[src/slpd_pkg.sv]
// ----------------------------------------------------------------------------
// slpd_pkg
// Shared types and constants for the sync/length-prefixed byte deframer.
// ----------------------------------------------------------------------------
`default_nettype none

package slpd_pkg;

  localparam int unsigned BYTE_W      = 8;
  localparam int unsigned LEN_W       = 16;
  localparam int unsigned CNT_W       = 32;
  localparam int unsigned OUT_DATA_W  = 56;
  localparam int unsigned OUT_USER_W  = 2;

  localparam logic [BYTE_W-1:0] SYNC_FIRST    = 8'h94;
  localparam logic [BYTE_W-1:0] SYNC_SECOND   = 8'hC3;
  localparam logic [LEN_W-1:0]  MAX_LEN_RESET = 16'd512;
  localparam logic [LEN_W-1:0]  RESYNC_RESET  = 16'd10;

  // Bit positions inside out_tuser.
  localparam int unsigned TUSER_KIND  = 0;
  localparam int unsigned TUSER_FIRST = 1;

  typedef enum logic {
    KIND_PAYLOAD = 1'b0,
    KIND_ABORT   = 1'b1
  } kind_t;

  typedef enum logic {
    CFG_MAX_LEN = 1'b0,
    CFG_RESYNC  = 1'b1
  } cfg_index_t;

  typedef enum logic [4:0] {
    PH_HUNT   = 5'b00001,
    PH_SYNC2  = 5'b00010,
    PH_LEN_HI = 5'b00100,
    PH_LEN_LO = 5'b01000,
    PH_DATA   = 5'b10000
  } phase_t;

endpackage

`default_nettype wire

[src/sync_length_prefixed_deframer.sv]
// ----------------------------------------------------------------------------
// sync_length_prefixed_deframer
// Hunts for the sync pair 0x94 0xC3, reads a big-endian 16-bit length and
// streams the payload bytes out with first and last marks and abort results.
// ----------------------------------------------------------------------------
//  Channel | Direction | Fields
//  in_     | slave     | tdata: rx_byte
//  out_    | master    | tdata: payload_byte, frame_length, frames_completed;
//          |           | tuser: kind, first_of_frame; tlast: last_of_frame
//  cfg_    | write     | index 0 max_payload_length, index 1 resync_threshold
//
// One byte is accepted per cycle; its result appears in the output register
// on the next cycle. The frame state and the output register are updated by
// the same edge. in_tready is low only while a result waits in the output
// register and out_tready is low. Reset is synchronous and takes effect at
// every rising edge with rst_n low; the first cycle after it accepts a byte.
// ----------------------------------------------------------------------------
`default_nettype none

module sync_length_prefixed_deframer (
  input  wire logic                               clk,
  input  wire logic                               rst_n,
  input  wire logic                               in_tvalid,
  output logic                                    in_tready,
  input  wire logic [slpd_pkg::BYTE_W-1:0]        in_tdata,   // [7:0] rx_byte
  output logic                                    out_tvalid,
  input  wire logic                               out_tready,
  // [7:0] payload_byte, [23:8] frame_length, [55:24] frames_completed
  output logic [slpd_pkg::OUT_DATA_W-1:0]         out_tdata,
  // [0] kind, [1] first_of_frame
  output logic [slpd_pkg::OUT_USER_W-1:0]         out_tuser,
  output logic                                    out_tlast,
  input  wire logic                               cfg_we,
  input  wire logic                               cfg_index,
  input  wire logic [slpd_pkg::LEN_W-1:0]         cfg_wdata
);

  slpd_pkg::phase_t               phase_r, phase_nxt;
  logic [slpd_pkg::LEN_W-1:0]     exp_len_r, exp_len_nxt;
  logic [slpd_pkg::LEN_W-1:0]     pay_cnt_r, pay_cnt_nxt;
  logic [slpd_pkg::CNT_W-1:0]     frames_r, frames_nxt;
  logic [slpd_pkg::LEN_W-1:0]     max_len_r;
  logic [slpd_pkg::LEN_W-1:0]     resync_r;

  logic                           out_valid_r;
  logic [slpd_pkg::OUT_DATA_W-1:0] out_data_r, out_data_nxt;
  logic [slpd_pkg::OUT_USER_W-1:0] out_user_r, out_user_nxt;
  logic                           out_last_r, out_last_nxt;
  logic                           emit;

  logic                           in_xfer;
  logic [slpd_pkg::LEN_W:0]       cnt_inc;
  logic [slpd_pkg::LEN_W-1:0]     len_lo;

  assign in_tready  = !out_valid_r || out_tready;
  assign in_xfer    = in_tvalid && in_tready;
  assign out_tvalid = out_valid_r;
  assign out_tdata  = out_data_r;
  assign out_tuser  = out_user_r;
  assign out_tlast  = out_last_r;

  assign cnt_inc = {1'b0, pay_cnt_r} + {{slpd_pkg::LEN_W{1'b0}}, 1'b1};
  assign len_lo  = {exp_len_r[slpd_pkg::LEN_W-1:slpd_pkg::BYTE_W], in_tdata};

  always_comb begin
    phase_nxt    = phase_r;
    exp_len_nxt  = exp_len_r;
    pay_cnt_nxt  = pay_cnt_r;
    frames_nxt   = frames_r;
    emit         = 1'b0;
    out_data_nxt = out_data_r;
    out_user_nxt = out_user_r;
    out_last_nxt = out_last_r;

    if (phase_r == slpd_pkg::PH_DATA && in_tdata == slpd_pkg::SYNC_FIRST &&
        pay_cnt_r > resync_r) begin
      emit         = 1'b1;
      out_data_nxt = {frames_r, exp_len_r, {slpd_pkg::BYTE_W{1'b0}}};
      out_user_nxt = '0;
      out_user_nxt[slpd_pkg::TUSER_KIND] = slpd_pkg::KIND_ABORT;
      out_last_nxt = 1'b0;
      phase_nxt    = slpd_pkg::PH_SYNC2;
      pay_cnt_nxt  = '0;
    end else begin
      case (phase_r)
        slpd_pkg::PH_SYNC2: begin
          if (in_tdata == slpd_pkg::SYNC_SECOND) begin
            phase_nxt = slpd_pkg::PH_LEN_HI;
          end else if (in_tdata != slpd_pkg::SYNC_FIRST) begin
            phase_nxt   = slpd_pkg::PH_HUNT;
            pay_cnt_nxt = '0;
            exp_len_nxt = '0;
          end
        end
        slpd_pkg::PH_LEN_HI: begin
          exp_len_nxt = {in_tdata, {slpd_pkg::BYTE_W{1'b0}}};
          phase_nxt   = slpd_pkg::PH_LEN_LO;
        end
        slpd_pkg::PH_LEN_LO: begin
          pay_cnt_nxt = '0;
          if (len_lo == '0 || len_lo > max_len_r) begin
            phase_nxt   = slpd_pkg::PH_HUNT;
            exp_len_nxt = '0;
          end else begin
            phase_nxt   = slpd_pkg::PH_DATA;
            exp_len_nxt = len_lo;
          end
        end
        slpd_pkg::PH_DATA: begin
          emit         = 1'b1;
          out_user_nxt = '0;
          out_user_nxt[slpd_pkg::TUSER_KIND]  = slpd_pkg::KIND_PAYLOAD;
          out_user_nxt[slpd_pkg::TUSER_FIRST] = (pay_cnt_r == '0);
          out_last_nxt = (cnt_inc >= {1'b0, exp_len_r});
          pay_cnt_nxt  = cnt_inc[slpd_pkg::LEN_W-1:0];
          if (out_last_nxt) begin
            frames_nxt  = frames_r + 32'd1;
            phase_nxt   = slpd_pkg::PH_HUNT;
            pay_cnt_nxt = '0;
            exp_len_nxt = '0;
          end
          out_data_nxt = {frames_nxt, exp_len_r, in_tdata};
        end
        default: begin
          pay_cnt_nxt = '0;
          if (in_tdata == slpd_pkg::SYNC_FIRST) begin
            phase_nxt = slpd_pkg::PH_SYNC2;
          end else begin
            phase_nxt = slpd_pkg::PH_HUNT;
          end
        end
      endcase
    end
  end

  always_ff @(posedge clk) begin
    if (!rst_n) begin
      phase_r     <= slpd_pkg::PH_HUNT;
      exp_len_r   <= '0;
      pay_cnt_r   <= '0;
      frames_r    <= '0;
      out_valid_r <= 1'b0;
    end else begin
      if (in_xfer) begin
        phase_r   <= phase_nxt;
        exp_len_r <= exp_len_nxt;
        pay_cnt_r <= pay_cnt_nxt;
        frames_r  <= frames_nxt;
      end
      if (in_xfer && emit) begin
        out_valid_r <= 1'b1;
      end else if (out_tready) begin
        out_valid_r <= 1'b0;
      end
    end
  end

  always_ff @(posedge clk) begin
    if (!rst_n) begin
      max_len_r <= slpd_pkg::MAX_LEN_RESET;
      resync_r  <= slpd_pkg::RESYNC_RESET;
    end else if (cfg_we) begin
      case (cfg_index)
        slpd_pkg::CFG_MAX_LEN: max_len_r <= cfg_wdata;
        slpd_pkg::CFG_RESYNC:  resync_r  <= cfg_wdata;
        default: begin
        end
      endcase
    end
  end

  always_ff @(posedge clk) begin
    if (in_xfer && emit) begin
      out_data_r <= out_data_nxt;
      out_user_r <= out_user_nxt;
      out_last_r <= out_last_nxt;
    end
  end

endmodule

`default_nettype wire

[config.mk]
export PLATFORM = sky130hd
export DESIGN_NAME = sync_length_prefixed_deframer
export DESIGN_NICKNAME = d
export VERILOG_FILES = /design/src/slpd_pkg.sv /design/src/sync_length_prefixed_deframer.sv
export SDC_FILE = /design/constraint.sdc
export NUM_CORES = 1
export LEC_CHECK = 0
export ABC_AREA = 1
export BUFFER_PORTS_ARGS = -buffer_cell sky130_fd_sc_hd__buf_2
export CAP_MARGIN = 25
export CORE_UTILIZATION = 40
export CTS_BUF_LIST = sky130_fd_sc_hd__clkbuf_4
export DETAILED_ROUTE_END_ITERATION = 8
export PLACE_DENSITY = 0.56
export SLEW_MARGIN = 25
export SYNTH_ARGS = -nofsm -noshare
export SYNTH_HDL_FRONTEND = slang
export SYNTH_SLANG_ARGS = --single-unit
[constraint.sdc]
create_clock -name clk -period 5.7 [get_ports clk]
set_input_delay 0.855 -clock clk [delete_from_list [all_inputs] [get_ports clk]]
set_output_delay 0.855 -clock clk [all_outputs]
set_load 0.02 [all_outputs]
* After elaboration in Yosys (flattened, before gate mapping) *
Cells that the tools add are included.

storage, ports and cells
  bits in registers = 161
  bits in latches = 0
  memory bits (writable) = 0
  ROM bits = 0
  input port bits = 30
  output and inout bits = 61
  word-level logic and storage cells = 79
  memories kept = 0

cells by class
  $add $sub $neg = 2
  multipliers = 0
  divide/modulo/power cells = 0
  order comparisons = 3
  equal/unequal tests = 16
  shifts and indexed selects = 0
  multiplexer cells = 24
  bitwise operators = 2
  reductions and logical operators = 20

operators with widths
  operator                                              count
  two-way mux 56 bit                                    2
  two-way mux 16 bit                                    6
  one-hot mux 16 bit (4 select lines)                   1
  one-hot mux 16 bit (3 select lines)                   1
  adder 32 x 1 -> 32 bit (second input constant)        1
  greater-than comparator 16 bit                        2
  logical NOT 16 bit                                    2
  two-way mux 32 bit                                    1
  two-way mux 5 bit                                     5
  one-hot mux 5 bit (4 select lines)                    1
  adder 16 x 1 -> 17 bit (second input constant)        1
  >= comparator 17 x 16 -> 1 bit                        1
  equality test 8 bit (second input constant)           2
  != test 2 bit (second input constant)                 4
  != test 8 bit (second input constant)                 1
  AND reduction 7 bit                                   1
  != test 3 bit (second input constant)                 2
  AND reduction 2 bit                                   3
  AND reduction 3 bit                                   2
  AND reduction 6 bit                                   1
  equality test 5 x 2 -> 1 bit (second input constant)  1
  equality test 5 x 3 -> 1 bit (second input constant)  1
  equality test 5 x 4 -> 1 bit (second input constant)  1
  equality test 5 bit (second input constant)           1
  12 further kinds                                      23

* Logic depth before layout (Yosys ltp) *
  depth in word-level cells = 6
  gate-level depth with buffers = 20
  mapped depth without buffers = 20

* Worst setup path after synthesis *
No wires, ideal clock.

  path type = in2reg
  start = input out_tready
  end = register frames_r[10] in the netlist's numbering
  library setup time = 0.057 ns
  data arrival time = 4.892 ns
  required time = 5.643 ns
  path slack = 0.751 ns
  stages = 10
  buffers on the path = 2
  path through = inv_1 -> nand2_1 -> nand2_1 -> nor2_1 -> nand2_1 -> buf_4 -> clkbuf_1 -> a21oi_1 -> o21ai_0 -> inv_1

between the ends
  word-level cells in the longest chain between the ends = 3

ends and longest elaborated chain
  item                                  RTL line                              RTL
  start, declared                       sync_length_prefixed_deframer.sv:27   input wire logic out_tready,
  logical OR 1 bit                      sync_length_prefixed_deframer.sv:55   assign in_tready = !out_valid_r || out_tready;
  named net in_tready                   sync_length_prefixed_deframer.sv:24   output logic in_tready,
  logical AND 1 bit                     sync_length_prefixed_deframer.sv:56   assign in_xfer = in_tvalid && in_tready;
  AND reduction 3 bit (no source line)  --
  end signal, assigned                  sync_length_prefixed_deframer.sv:148  frames_r <= frames_nxt;
  end, declared                         sync_length_prefixed_deframer.sv:41   logic [slpd_pkg::CNT_W-1:0] frames_r, frames_nxt;

The timed path passes the listed nets, and every way through them passes these cells.
A chain may end at the register's enable or synchronous reset.

* Worst setup path after layout *
  start = register pay_cnt_r[0] in the netlist's numbering
  end = register phase_r[2]

between the ends
  word-level cells in the longest chain between the ends = 4
  elaborated cells between the ends (all ways) = 8
  those cells by class = 1 x add/sub; 2 x order compare; 2 x eq/ne; 1 x mux; 2 x reduce/logical

ends and longest elaborated chain
  item                                                                             RTL line                                                                   RTL
  start, declared                                                                  sync_length_prefixed_deframer.sv:40                                        logic [slpd_pkg::LEN_W-1:0] pay_cnt_r, pay_cnt_nxt;
  start signal, assigned                                                           sync_length_prefixed_deframer.sv:147                                       pay_cnt_r <= pay_cnt_nxt;
  adder 16 x 1 -> 17 bit / greater-than comparator 16 bit (equally long branches)  sync_length_prefixed_deframer.sv:62, sync_length_prefixed_deframer.sv:76
  >= comparator 17 x 16 -> 1 bit / logical AND 1 bit (equally long branches)       sync_length_prefixed_deframer.sv:114, sync_length_prefixed_deframer.sv:75
  != test 3 x 1 -> 1 bit (no source line) / != test 4 bit (equally long branches)  --
  AND reduction 3 bit (no source line)                                             --
  end signal, assigned                                                             sync_length_prefixed_deframer.sv:138                                       phase_r <= slpd_pkg::PH_HUNT;
  end signal, assigned                                                             sync_length_prefixed_deframer.sv:145                                       phase_r <= phase_nxt;
  end, declared                                                                    sync_length_prefixed_deframer.sv:38                                        slpd_pkg::phase_t phase_r, phase_nxt;

Parallel ways exist; a longest one is shown, timed or not.

==> flow_summary.toml <==
[power_and_ir_drop]
peakVddDrop_v = 0.0001098
p_leak_nw = 4.344
power_density_nw_per_um2 = 212.5
p_int_mw = 1.500
swShare = 0.2867
p_comb_frac = 0.097
clkPwrFrac = 0.323
power_frac_seq = 0.580
p_sw_mw = 0.6030

[critical_path]
endpoint_kind = "flip-flop"
slowest_stage = "nor3_1"
crit_fanout = 63
path_common_cell = "nand2_1"
critical_path.cell_chain = "inv_1, nor3_1, nand3_1, nor2_1, nand2_1, xor2_1, inv_1, ha_1, nand2_1, inv_1, nand4_1, nand2_1, nor2_4, nand3_4, nor2_8, nor2_2, nand2_1, nand2_1, nor2_1"
max_stage_delay_ps = 560
arrival_ps = 4530
critical_path_class = "flip-flop to flip-flop"
worst_ep_required_time_ps = 6210
cp-start-kind = "flip-flop"

[route]
firstDrtPassIters = 5
drtAntennaViolNets = 0
vias = 7609
post_drt_wl_per_cell_um = 14.80
drt-initial-drc-count = 499
drc = 0
via_per_inst = 4.954
drt_wl_total_mm = 22.73

[clock_network]
cts_buffers = 17
clk_latency_ps = 580
postCtsSetupBuffers = 0
ctsHoldBuffers = 0
cts_buffer_depth = 2
cts_num_sinks = 161
htreeDepth = 4
root_buffer = "clkbuf_4"
clkTransAtPathRegs_ps = 150
cts_tree = "yes"
ctsResizeCount = 0

[final_layout]
utilization = 0.4522
final_area_um2 = 9899
drive_gt1_frac = 0.1244
nets = 1322
area_delta_synth_final_pct = 10.29
fin_cells = 1536

[timing]
setup_tns_ps = 0
setup_viol = 0
report.final.slew_viol_count = 0
tightest_slew_ps = 821.3
period_share = 0.7064
max_slew_margin = 0.4511
hold_violations = 0
layout_min_cycle_time_ps = 4027
rsz0062_at_grt = "no"
finalClockSkew_ps = 26.25
fmax_mhz = 248.4
whs_ps = 427.6

[logic_synthesis]
synth_top_area_cell = "dfxtp_1"
syn_avg_cell_area_um2 = 7.652
synth_top_cell_area_share = 0.2275
synthArstFlopShare = 0
synth.area.top_cells = "dfxtp_1 (23%), edfxtp_1 (20%), nand2_1 (9.5%), inv_1 (7.4%), ha_1 (7.1%)"
synth-main-ff-cell = "dfxtp_1"
yosys_warnings = 0
synth_area_um2 = 8976
ys_types = 33
synth_seq_cells = 161
syn_inst = 1173
synth_seq_area_share = 0.4249
synth-edff-count = 59
syn_nets = 1254

[run]
maxCapViolCount = 0

[placement]
placed_area_um2 = 9618
portBuffers = 90
dp_hpwl_mm = 16.77
dp_cells = 1502
place_congestion = 0.9287

[grt]
grtUsageTotal = 0.2018
grt_pass1_wl_mm = 36.94
antenna_found_initial = 1
grt-ovfl-total = 0
grt_pass1_vias = 6953
grt_max_degree = 64

[floorplan]
row_count = 54
coreArea_um2 = 21890
start_util = 0.4100
io-pin-count = 91
dieArea_um2 = 23040
die_y_um = 151.8
chipWidth_um = 151.8

[outcome]
status = "complete, no violations"

[worst_hold_path]
hp-class = "flip-flop to flip-flop"
==> power by group through the flow <==
| stage | Combinational (mW) | Clock, mW | Sequential (mW) |
|---|---|---|---|
| 2_1_floorplan | 0.151 | 0 | 1.25 |
| 3_3_place_gp | 0.202 | 0 | 1.25 |
| 3_5_place_dp | 0.205 | 0 | 1.25 |
| 4_1_cts | 0.205 | 0.700 | 1.22 |
| 5_1_grt | 0.233 | 0.739 | 1.22 |
| 6_report | 0.204 | 0.679 | 1.22 |
==> cell usage after synthesis, types with 8 or more instances <==
cell	n
a21oi_1	99
inv_1	178
nor3_1	27
nand3_2	12
nand4_1	33
xor2_1	44
o21ai_1	47
nand3_1	28
nand2_1	226
buf_2	8
nor4_1	11
o21ai_0	89
clkbuf_1	33
nor2_1	94
edfxtp_1	59
dfxtp_1	102
ha_1	51
==> cells in the final DEF, fill, tap and decap left out, types with 4 or more instances in the layout <==
master,instances
buf_4,4
o21ai_0,89
a21oi_2,5
o211ai_1,5
dfxtp_1,102
nand4_1,33
nand3_2,12
o21ai_1,47
nor4_1,11
inv_6,5
ha_1,51
nor2_1,93
inv_1,178
xor2_1,44
clkbuf_4,19
nor3_1,27
edfxtp_1,59
buf_2,90
nand2_1,226
a21oi_1,99
nand3_1,27
inv_2,5
==> critical path, delay by kind of cell (launching register included) <==
kind	cells	cell delay, ps
AND/OR/NAND/NOR	14	2910
buffers and inverters	3	240
flip-flops	1	390
XOR/XNOR	1	140
adder cells (fa/ha/maj)	1	290
==> stage by stage <==
stage               setup WS, ps  power (mW)
floorplan                  750.8       1.396
global placement            1761       1.448
detailed placement          1712       1.450
CTS                         1639       2.126
global route                1178       2.196
finish                      1673       2.103
==> state kept, by name, summed over array words and instances, names as in the netlist, 2 cells and up <==
name,count
resync_r,16
max_len_r,16
exp_len_r,16
pay_cnt_r,16
out_tdata,56
phase_r,5
out_tuser,2
frames_r,32
==> logic make-up (layout without fill, tap and decap cells) <==
group	Yosys count	in the layout	synth area share
other	0	2	0
adders and majority gates	51	51	0.07109
AOI/OAI and AO/OA	250	250	0.1441
and+or+nand+nor	439	439	0.2180
buffers and inverters	228	309	0.09897
xor gates and xnor gates	44	44	0.04293
DFF	161	161	0.4249
==> path summary, 6_finish.rpt <==
check                             to                       from  slack [ps]  cells after the start
min reg2reg   out_tdata[9]$_DFFE_PP_  exp_len_r[1]$_SDFFE_PN0P_         430                      0
max reg2reg  phase_r[2]$_SDFFE_PN0P_  pay_cnt_r[0]$_SDFFE_PN0P_        1670                     19
max          phase_r[2]$_SDFFE_PN0P_  pay_cnt_r[0]$_SDFFE_PN0P_        1670                     19
min           out_tdata[9]$_DFFE_PP_  exp_len_r[1]$_SDFFE_PN0P_         430                      0
==> area by class of cell <==
type,count,area (um^2)
Tap cell,280,350.3
Sequential cell,161,3814
Fill cell,2319,11990
Multi-Input combinational cell,784,4294
Inverter,183,686.9
Antenna cell,2,5.005
Clock buffer,19,142.6
Clock inverter,13,126.4
Timing Repair Buffer,94,480.5
==> metal layers <==
metal  up-vias  GRT usage  wire length (um)
li1       4010          -                 -
met1      3402     0.3113             12170
met2       186     0.2881              9045
met3        11    0.03565              1334
met4         0    0.04810               179
met5         -          0                 0
No activity file was read; power rests on OpenSTA's default activity.
